$ cat config.mk
export PLATFORM = sky130hd
export DESIGN_NAME = bft_ctrl
export DESIGN_NICKNAME = d
export VERILOG_FILES = /design/src/rtl/bft_pkg.sv /design/src/rtl/bft_ctrl.sv
export SDC_FILE = /design/constraint.sdc
export NUM_CORES = 1
export LEC_CHECK = 0
export ABC_AREA = 0
export BUFFER_PORTS_ARGS = -buffer_cell sky130_fd_sc_hd__buf_2
export CAP_MARGIN = 10
export CORE_UTILIZATION = 35
export DETAILED_ROUTE_END_ITERATION = 6
export GPL_ROUTABILITY_DRIVEN = 1
export PLACE_DENSITY = 0.53
export SLEW_MARGIN = 20
export SYNTH_ARGS = -nofsm -noshare
export SYNTH_HDL_FRONTEND = slang
export SYNTH_SLANG_ARGS = --single-unit
$ cat constraint.sdc
create_clock -name i_clk -period 2.3 [get_ports i_clk]
set_input_delay 0.46 -clock i_clk [delete_from_list [all_inputs] [get_ports i_clk]]
set_output_delay 0.46 -clock i_clk [all_outputs]
set_load 0.02 [all_outputs]
$ cat src/rtl/bft_pkg.sv
// Shared types, codes and constants for the buoyancy force and torque block.
// Used by bft_ctrl, bft_dp and buoyancy_force_torque; depends on nothing else.
package bft_pkg;

    localparam int SINE_TABLE_DEPTH = 256;
    localparam int SINE_IDX_W       = $clog2(SINE_TABLE_DEPTH);
    localparam int DIV_STEPS        = 30;
    localparam int CNT_W            = $clog2(DIV_STEPS);

    // Clamp for intermediate products, 2^47 - 1.
    localparam logic [63:0] LIM47   = 64'h0000_7FFF_FFFF_FFFF;
    // Twice the half-metre surface threshold, Q16.16.
    localparam logic signed [34:0] SURF_LIMIT = 35'sd65536;

    // Configuration register indexes.
    localparam logic [2:0] REG_MODE     = 3'd0;
    localparam logic [2:0] REG_VOLUME   = 3'd1;
    localparam logic [2:0] REG_DENSITY  = 3'd2;
    localparam logic [2:0] REG_GRAVITY  = 3'd3;
    localparam logic [2:0] REG_HEIGHT   = 3'd4;
    localparam logic [2:0] REG_AREA     = 3'd5;
    localparam logic [2:0] REG_MC_WIDTH = 3'd6;
    localparam logic [2:0] REG_MC_LEN   = 3'd7;

    // Datapath operations.
    localparam logic [4:0] OP_IDLE    = 5'd0;
    localparam logic [4:0] OP_LOAD    = 5'd1;
    localparam logic [4:0] OP_PREP    = 5'd2;
    localparam logic [4:0] OP_DIV     = 5'd3;
    localparam logic [4:0] OP_MUL_VF  = 5'd4;
    localparam logic [4:0] OP_VOL     = 5'd5;
    localparam logic [4:0] OP_MUL_VR  = 5'd6;
    localparam logic [4:0] OP_MASS    = 5'd7;
    localparam logic [4:0] OP_CLEAR   = 5'd8;
    localparam logic [4:0] OP_QLOAD   = 5'd9;
    localparam logic [4:0] OP_QLO     = 5'd10;
    localparam logic [4:0] OP_QHI     = 5'd11;
    localparam logic [4:0] OP_QFIN    = 5'd12;
    localparam logic [4:0] OP_SAVE_F  = 5'd13;
    localparam logic [4:0] OP_SAVE_TR = 5'd14;
    localparam logic [4:0] OP_SAVE_TP = 5'd15;
    localparam logic [4:0] OP_OUT     = 5'd16;

    // Operand pairs of the scaled multiply.
    localparam logic [2:0] QS_SH_WA  = 3'd0;
    localparam logic [2:0] QS_Q_RHO  = 3'd1;
    localparam logic [2:0] QS_Q_G    = 3'd2;
    localparam logic [2:0] QS_MW_SR  = 3'd3;
    localparam logic [2:0] QS_F_Q    = 3'd4;
    localparam logic [2:0] QS_ML_SP  = 3'd5;

    typedef struct packed {
        logic [4:0] op;
        logic [2:0] qsel;
    } t_cmd;

    typedef struct packed {
        logic surface;
        logic partial;
        logic full;
        logic surf_off;
    } t_status;

    typedef logic signed [17:0] t_sine_tab [SINE_TABLE_DEPTH];

    // Quantized sine in Q16 from a seventh order odd polynomial on the quarter wave.
    function automatic t_sine_tab sine_table();
        t_sine_tab         t;
        longint unsigned   a;
        longint unsigned   quad;
        longint unsigned   u;
        longint unsigned   u2;
        longint unsigned   p;
        longint unsigned   s;
        for (int k = 0; k < SINE_TABLE_DEPTH; k++) begin
            a    = (longint'(k) * 65536) / SINE_TABLE_DEPTH;
            quad = (a >> 14) & 3;
            u    = (a & 64'h3FFF) << 2;
            if (quad[0])
                u = 65536 - u;
            u2 = (u * u) >> 16;
            p  = 5026996;
            p  = 85569306 - ((u2 * p) >> 16);
            p  = 693598669 - ((u2 * p) >> 16);
            p  = 1686629713 - ((u2 * p) >> 16);
            s  = ((u * p) >> 16) >> 14;
            if (s > 65536)
                s = 65536;
            t[k] = (quad >= 2) ? -18'(s) : 18'(s);
        end
        return t;
    endfunction

    localparam t_sine_tab SINE_TAB = sine_table();

    function automatic logic [SINE_IDX_W-1:0] sine_index(logic [15:0] ang);
        logic [16+SINE_IDX_W:0] pr;
        pr = ang * (SINE_IDX_W+1)'(SINE_TABLE_DEPTH);
        return pr[16 +: SINE_IDX_W];
    endfunction

endpackage

$ cat src/rtl/bft_ctrl.sv
// Sequencer for the buoyancy evaluation: walks the datapath through one item.
// Depends on bft_pkg for command, status and operation codes.
module bft_ctrl
    import bft_pkg::*;
(
    input  logic    i_clk,
    input  logic    i_rst_n,
    input  logic    i_in_valid,
    output logic    o_in_ready,
    output logic    o_out_valid,
    input  logic    i_out_ready,
    input  t_status i_status,
    output t_cmd    o_cmd
);

    localparam logic [3:0] S_IDLE  = 4'd0;
    localparam logic [3:0] S_PREP  = 4'd1;
    localparam logic [3:0] S_DIV   = 4'd2;
    localparam logic [3:0] S_MULVF = 4'd3;
    localparam logic [3:0] S_VOL   = 4'd4;
    localparam logic [3:0] S_MULVR = 4'd5;
    localparam logic [3:0] S_MASS  = 4'd6;
    localparam logic [3:0] S_CLEAR = 4'd7;
    localparam logic [3:0] S_QLOAD = 4'd8;
    localparam logic [3:0] S_QLO   = 4'd9;
    localparam logic [3:0] S_QHI   = 4'd10;
    localparam logic [3:0] S_QFIN  = 4'd11;
    localparam logic [3:0] S_SAVE  = 4'd12;
    localparam logic [3:0] S_OUT   = 4'd13;

    // The surface chain uses steps 0 to 6, the submerged force step 7.
    localparam logic [2:0] STEP_SUB = 3'd7;

    logic [3:0]       r_state, n_state;
    logic [CNT_W-1:0] r_cnt, n_cnt;
    logic [2:0]       r_step, n_step;
    logic             r_ovalid, n_ovalid;

    logic [2:0] step_qsel;
    logic [4:0] step_save;
    logic       step_last;

    always_comb begin
        step_qsel = QS_Q_G;
        step_save = OP_IDLE;
        step_last = 1'b0;
        unique case (r_step)
            3'd0: step_qsel = QS_SH_WA;
            3'd1: step_qsel = QS_Q_RHO;
            3'd2: begin
                step_qsel = QS_Q_G;
                step_save = OP_SAVE_F;
            end
            3'd3: step_qsel = QS_MW_SR;
            3'd4: begin
                step_qsel = QS_F_Q;
                step_save = OP_SAVE_TR;
            end
            3'd5: step_qsel = QS_ML_SP;
            3'd6: begin
                step_qsel = QS_F_Q;
                step_save = OP_SAVE_TP;
                step_last = 1'b1;
            end
            default: begin
                step_qsel = QS_Q_G;
                step_save = OP_SAVE_F;
                step_last = 1'b1;
            end
        endcase
    end

    always_comb begin
        n_state  = r_state;
        n_cnt    = r_cnt;
        n_step   = r_step;
        n_ovalid = r_ovalid && !i_out_ready;
        o_cmd.op   = OP_IDLE;
        o_cmd.qsel = step_qsel;
        unique case (r_state)
            S_IDLE: begin
                if (i_in_valid) begin
                    o_cmd.op = OP_LOAD;
                    n_state  = S_PREP;
                end
            end
            S_PREP: begin
                o_cmd.op = OP_PREP;
                n_cnt    = '0;
                if (i_status.surface) begin
                    n_step  = 3'd0;
                    n_state = i_status.surf_off ? S_CLEAR : S_QLOAD;
                end else begin
                    n_state = i_status.partial ? S_DIV : S_VOL;
                end
            end
            S_DIV: begin
                o_cmd.op = OP_DIV;
                n_cnt    = r_cnt + 1'b1;
                if (r_cnt == CNT_W'(DIV_STEPS - 1))
                    n_state = S_MULVF;
            end
            S_MULVF: begin
                o_cmd.op = OP_MUL_VF;
                n_state  = S_VOL;
            end
            S_VOL: begin
                o_cmd.op = OP_VOL;
                n_state  = S_MULVR;
            end
            S_MULVR: begin
                o_cmd.op = OP_MUL_VR;
                n_state  = S_MASS;
            end
            S_MASS: begin
                o_cmd.op = OP_MASS;
                n_step   = STEP_SUB;
                n_state  = S_QLOAD;
            end
            S_CLEAR: begin
                o_cmd.op = OP_CLEAR;
                n_state  = S_OUT;
            end
            S_QLOAD: begin
                o_cmd.op = OP_QLOAD;
                n_state  = S_QLO;
            end
            S_QLO: begin
                o_cmd.op = OP_QLO;
                n_state  = S_QHI;
            end
            S_QHI: begin
                o_cmd.op = OP_QHI;
                n_state  = S_QFIN;
            end
            S_QFIN: begin
                o_cmd.op = OP_QFIN;
                if (step_save != OP_IDLE) begin
                    n_state = S_SAVE;
                end else begin
                    n_step  = r_step + 1'b1;
                    n_state = S_QLOAD;
                end
            end
            S_SAVE: begin
                o_cmd.op = step_save;
                if (step_last) begin
                    n_state = S_OUT;
                end else begin
                    n_step  = r_step + 1'b1;
                    n_state = S_QLOAD;
                end
            end
            S_OUT: begin
                if (!r_ovalid || i_out_ready) begin
                    o_cmd.op = OP_OUT;
                    n_ovalid = 1'b1;
                    n_state  = S_IDLE;
                end
            end
            default: n_state = S_IDLE;
        endcase
    end

    always_ff @(posedge i_clk) begin
        if (!i_rst_n) begin
            r_state  <= S_IDLE;
            r_cnt    <= '0;
            r_step   <= '0;
            r_ovalid <= 1'b0;
        end else begin
            r_state  <= n_state;
            r_cnt    <= n_cnt;
            r_step   <= n_step;
            r_ovalid <= n_ovalid;
        end
    end

    assign o_in_ready  = (r_state == S_IDLE);
    assign o_out_valid = r_ovalid;

`ifndef ASSERT_OFF
    // A new result never overwrites one that is still waiting.
    a_out_safe: assert property (@(posedge i_clk) disable iff (!i_rst_n)
        (o_cmd.op == OP_OUT) |-> (!r_ovalid || i_out_ready))
        else $error("result register overwritten");

    // An accepted beat always starts the preparation step.
    a_accept_prep: assert property (@(posedge i_clk) disable iff (!i_rst_n)
        (i_in_valid && o_in_ready) |=> (r_state == S_PREP))
        else $error("accept did not start evaluation");

    // The divider never runs past its number of steps.
    a_div_count: assert property (@(posedge i_clk) disable iff (!i_rst_n)
        (r_state == S_DIV) |-> (r_cnt < CNT_W'(DIV_STEPS)))
        else $error("divider step count overrun");
`endif

endmodule

==> summary.md <==
| Metric | Value |
|---|---|
| Outcome | `finished clean` |
| Post-synthesis mux area share | `2.72%` |
| Detailed Route Iter0 Violations | `42` |
| RSZ-0062 raised after global routing | `yes` |
| Layout cells sized above 1 | `27.3%` |
| Remaining DRCs | `0` |
| Pwr Density | `695 nW/um^2` |
| Crit. End Element | `output pin` |
| Met3 wire length | `105 um` |
| Synth Warn # | `0` |
| DR pass1 iterations | `4` |
| Final min period | `2.24 ns` |
| CTS Buf Count | `3` |
| Htree depth | `1` |
| Max Cap Viol | `0` |
| Post-route antenna net violation count | `0` |
| Worst Path Max Fanout | `5` |
| Largest net degree at the start of global routing | `18` |
| Number of synthesized flops with an enable pin | `0` |
| Clock skew | `0.0107 ns` |
| CP Data Required Time | `1.84 ns` |
| Core area | `3030 um^2` |
| Hold crit path type | `input pin to flop` |
| Yosys cell types | `36` |
| Met2 WL post-DR | `1.62 mm` |
| Syn avg cell area | `7.07 um^2` |
| Routability cong. | `0.830` |
| Max-slew violations | `0` |
| Port Buffers | `16` |
| Fmax achieved | `0.447 GHz` |
| Area fraction in compound gates after synthesis | `29.8%` |
| Finish-stage setup viols | `0` |
| Synth Area in XOR/XNOR | `0%` |
| Overall routed net length | `3.08 mm` |
| Worst-case clock buffer depth | `2` |
| Die span in y | `58.2 um` |
| HP Start | `i_out_ready` |
| Leak pwr | `0.538 nW` |
| Cell Area, Synth | `1100 um^2` |
| Area growth from synthesis to layout | `25.9%` |
| Nets | `192` |
| Reg-to-reg startpoint | `r_step[0]` |
| Clk slew on worst S/H paths | `0.08 ns` |
| Die area | `3380 um^2` |
| Post-synthesis async set-or-reset flop share | `0%` |
| Worst EP arrival | `1.78 ns` |
| Synthesized Nets | `171` |
| Largest family of logic cells by synthesized area | `compound AO/OA/AOI/OAI gates` |
| Layout Cell Area excl Fill | `1390 um^2` |
| CTS hold repair buffers | `0` |
| Initial antenna violation count | `0` |
| Seq/Total Area, Yosys | `23.6%` |
| Top sig layer | `met4` |
| Wl on met1 | `1.35 mm` |
| Vias | `1193` |
| Via density | `5.42` |
| Ys flop type | `dfxtp_1` |
| Slew headroom | `73.8%` |
| First-pass GRT wire length | `4.96 mm` |
| Yosys reg bits | `13` |
| Die Wd | `58.2 um` |
| Clk_lat worst skew | `0.28 ns` |
| Synth Area in Simple Gates | `29.5%` |
| Clk sink count | `13` |
| Setup CP Type | `flop to output pin` |
| Rows | `20` |
| CP startpoint kind | `flop` |
| Post-synthesis cell count | `156` |
| Starting density of the core | `36.4%` |
| Inst Count DP | `211` |
| Aggregate global routing overflow | `0` |
| Wire per inst | `14.0 um` |
| Dpl cell area | `1230 um^2` |
| Clk Tree Root Cell | `clkbuf_4` |
| Number of global-route vias before repair | `1113` |
| Maximum vdd ir drop | `0.000417 V` |
| Fin. Hold Viols | `0` |
| Tcrit/Tclk final | `97.3%` |
| IO Pins | `18` |
| Area share of fa/ha/maj cells after synthesis | `7.94%` |
| GRT Total Usage | `18.8%` |
| Diodes inserted | `0` |
| TritonCTS clock tree | `yes` |
| Crit path launch | `r_step[0]` |
| Post-route insts no fill | `220` |
| Actual slew at the worst max-slew pin | `0.392 ns` |
| Dpl hpwl | `2.18 mm` |
## worst max-delay path, stage by stage, from the launching register on
cell and delay, ns:
dfxtp_4 0.40, inv_4 0.06, ha_4 0.18, o32ai_4 0.30
nor3_2 0.08, nand2b_1 0.15, a21o_1 0.18, buf_4 0.15
## layout make-up
type                    count  area, um^2
inverters                   8        35.0
well taps                  44        55.1
fillers                   311        1640
repair buffers             26         161
multi-input cells         125         842
flip-flops and latches     13         269
clock buffers               4        26.3
## power breakdown
part / switching (mW) / total, mW / leakage, nW / internal, mW
sequential: 0.0671 / 0.317 / 0.107 / 0.250
clock: 0.0820 / 0.149 / 0.0150 / 0.0673
combinational: 0.304 / 0.499 / 0.416 / 0.195
## cell families after synthesis
kind of cell,Yosys count
buffers and inverters,18
adders and majority gates,7
DFF,13
muxes,3
AOI/OAI and AO/OA,49
and+or+nand+nor,66
## timing repair
action,in CTS,in global routing
endpoints found under the setup margin,3,3
resized for setup,12,11
cloned,0,0
buffers inserted,4,1
pin swaps,2,5
hold endpoints to repair,0,0
## layer usage
layer  vias to the layer above  GRT usage, %
li1                        598             -
met1                       563          22.8
met2                        30          32.7
met3                         2          5.58
met4                         0          4.42
met5                         -             0
## path summary, 6_finish.rpt
check                                  end  slack, ns  depth (start not counted)
worst max register to register   r_step[2]       0.42                          8
worst max-delay path              o_cmd[6]       0.06                          7
worst min-delay path            r_state[0]       0.48                          4
worst min register to register   r_step[0]       0.53                          2
## synth_stat cells (5+ instances only)
cell type,n,area [um^2]
o21ai_0,10,50.1
nor2_1,8,30.0
clkbuf_1,6,22.5
dfxtp_1,13,260
nand2_1,23,86.3
o22ai_1,5,31.3
nand2b_1,5,31.3
nor3_1,7,35.0
ha_1,7,87.6
inv_1,8,30.0
a21oi_1,11,55.1
## stage by stage
stage / power, mW / hold slack, ns / worst slack [ns] / TNS (ns) / utilization, %
after floorplan: 0.663 / 0.483 / 0.167 / 0 / -
after global placement: 0.798 / 0.513 / 0.228 / 0 / 40.8
after detailed placement: 0.803 / 0.518 / 0.201 / 0 / 40.8
after CTS: 0.964 / 0.484 / 0.00784 / 0 / 43.9
after global routing: 1.04 / 0.492 / -0.0284 / -0.0306 / 45.9
final: 0.965 / 0.485 / 0.0614 / 0 / 45.9
## flip-flops by register name, indices dropped and copies added, names as in the netlist
| name | flops |
|---|---|
| r_cnt | 5 |
| r_step | 3 |
| r_state | 4 |
| o_out_valid | 1 |
## cells in the final DEF (no fill, tap or decap), types with 5 or more instances in the layout
| master | netlist | final |
|---|---|---|
| a21oi_1 | 11 | 11 |
| buf_2 | 3 | 15 |
| buf_4 | 0 | 10 |
| dfxtp_1 | 13 | 10 |
| inv_1 | 8 | 6 |
| nand2_1 | 23 | 22 |
| nand2b_1 | 5 | 5 |
| nor2_1 | 8 | 8 |
| nor3_1 | 7 | 5 |
| o21ai_0 | 10 | 10 |
| o22ai_1 | 5 | 5 |
(Power assumes the default switching activity.)
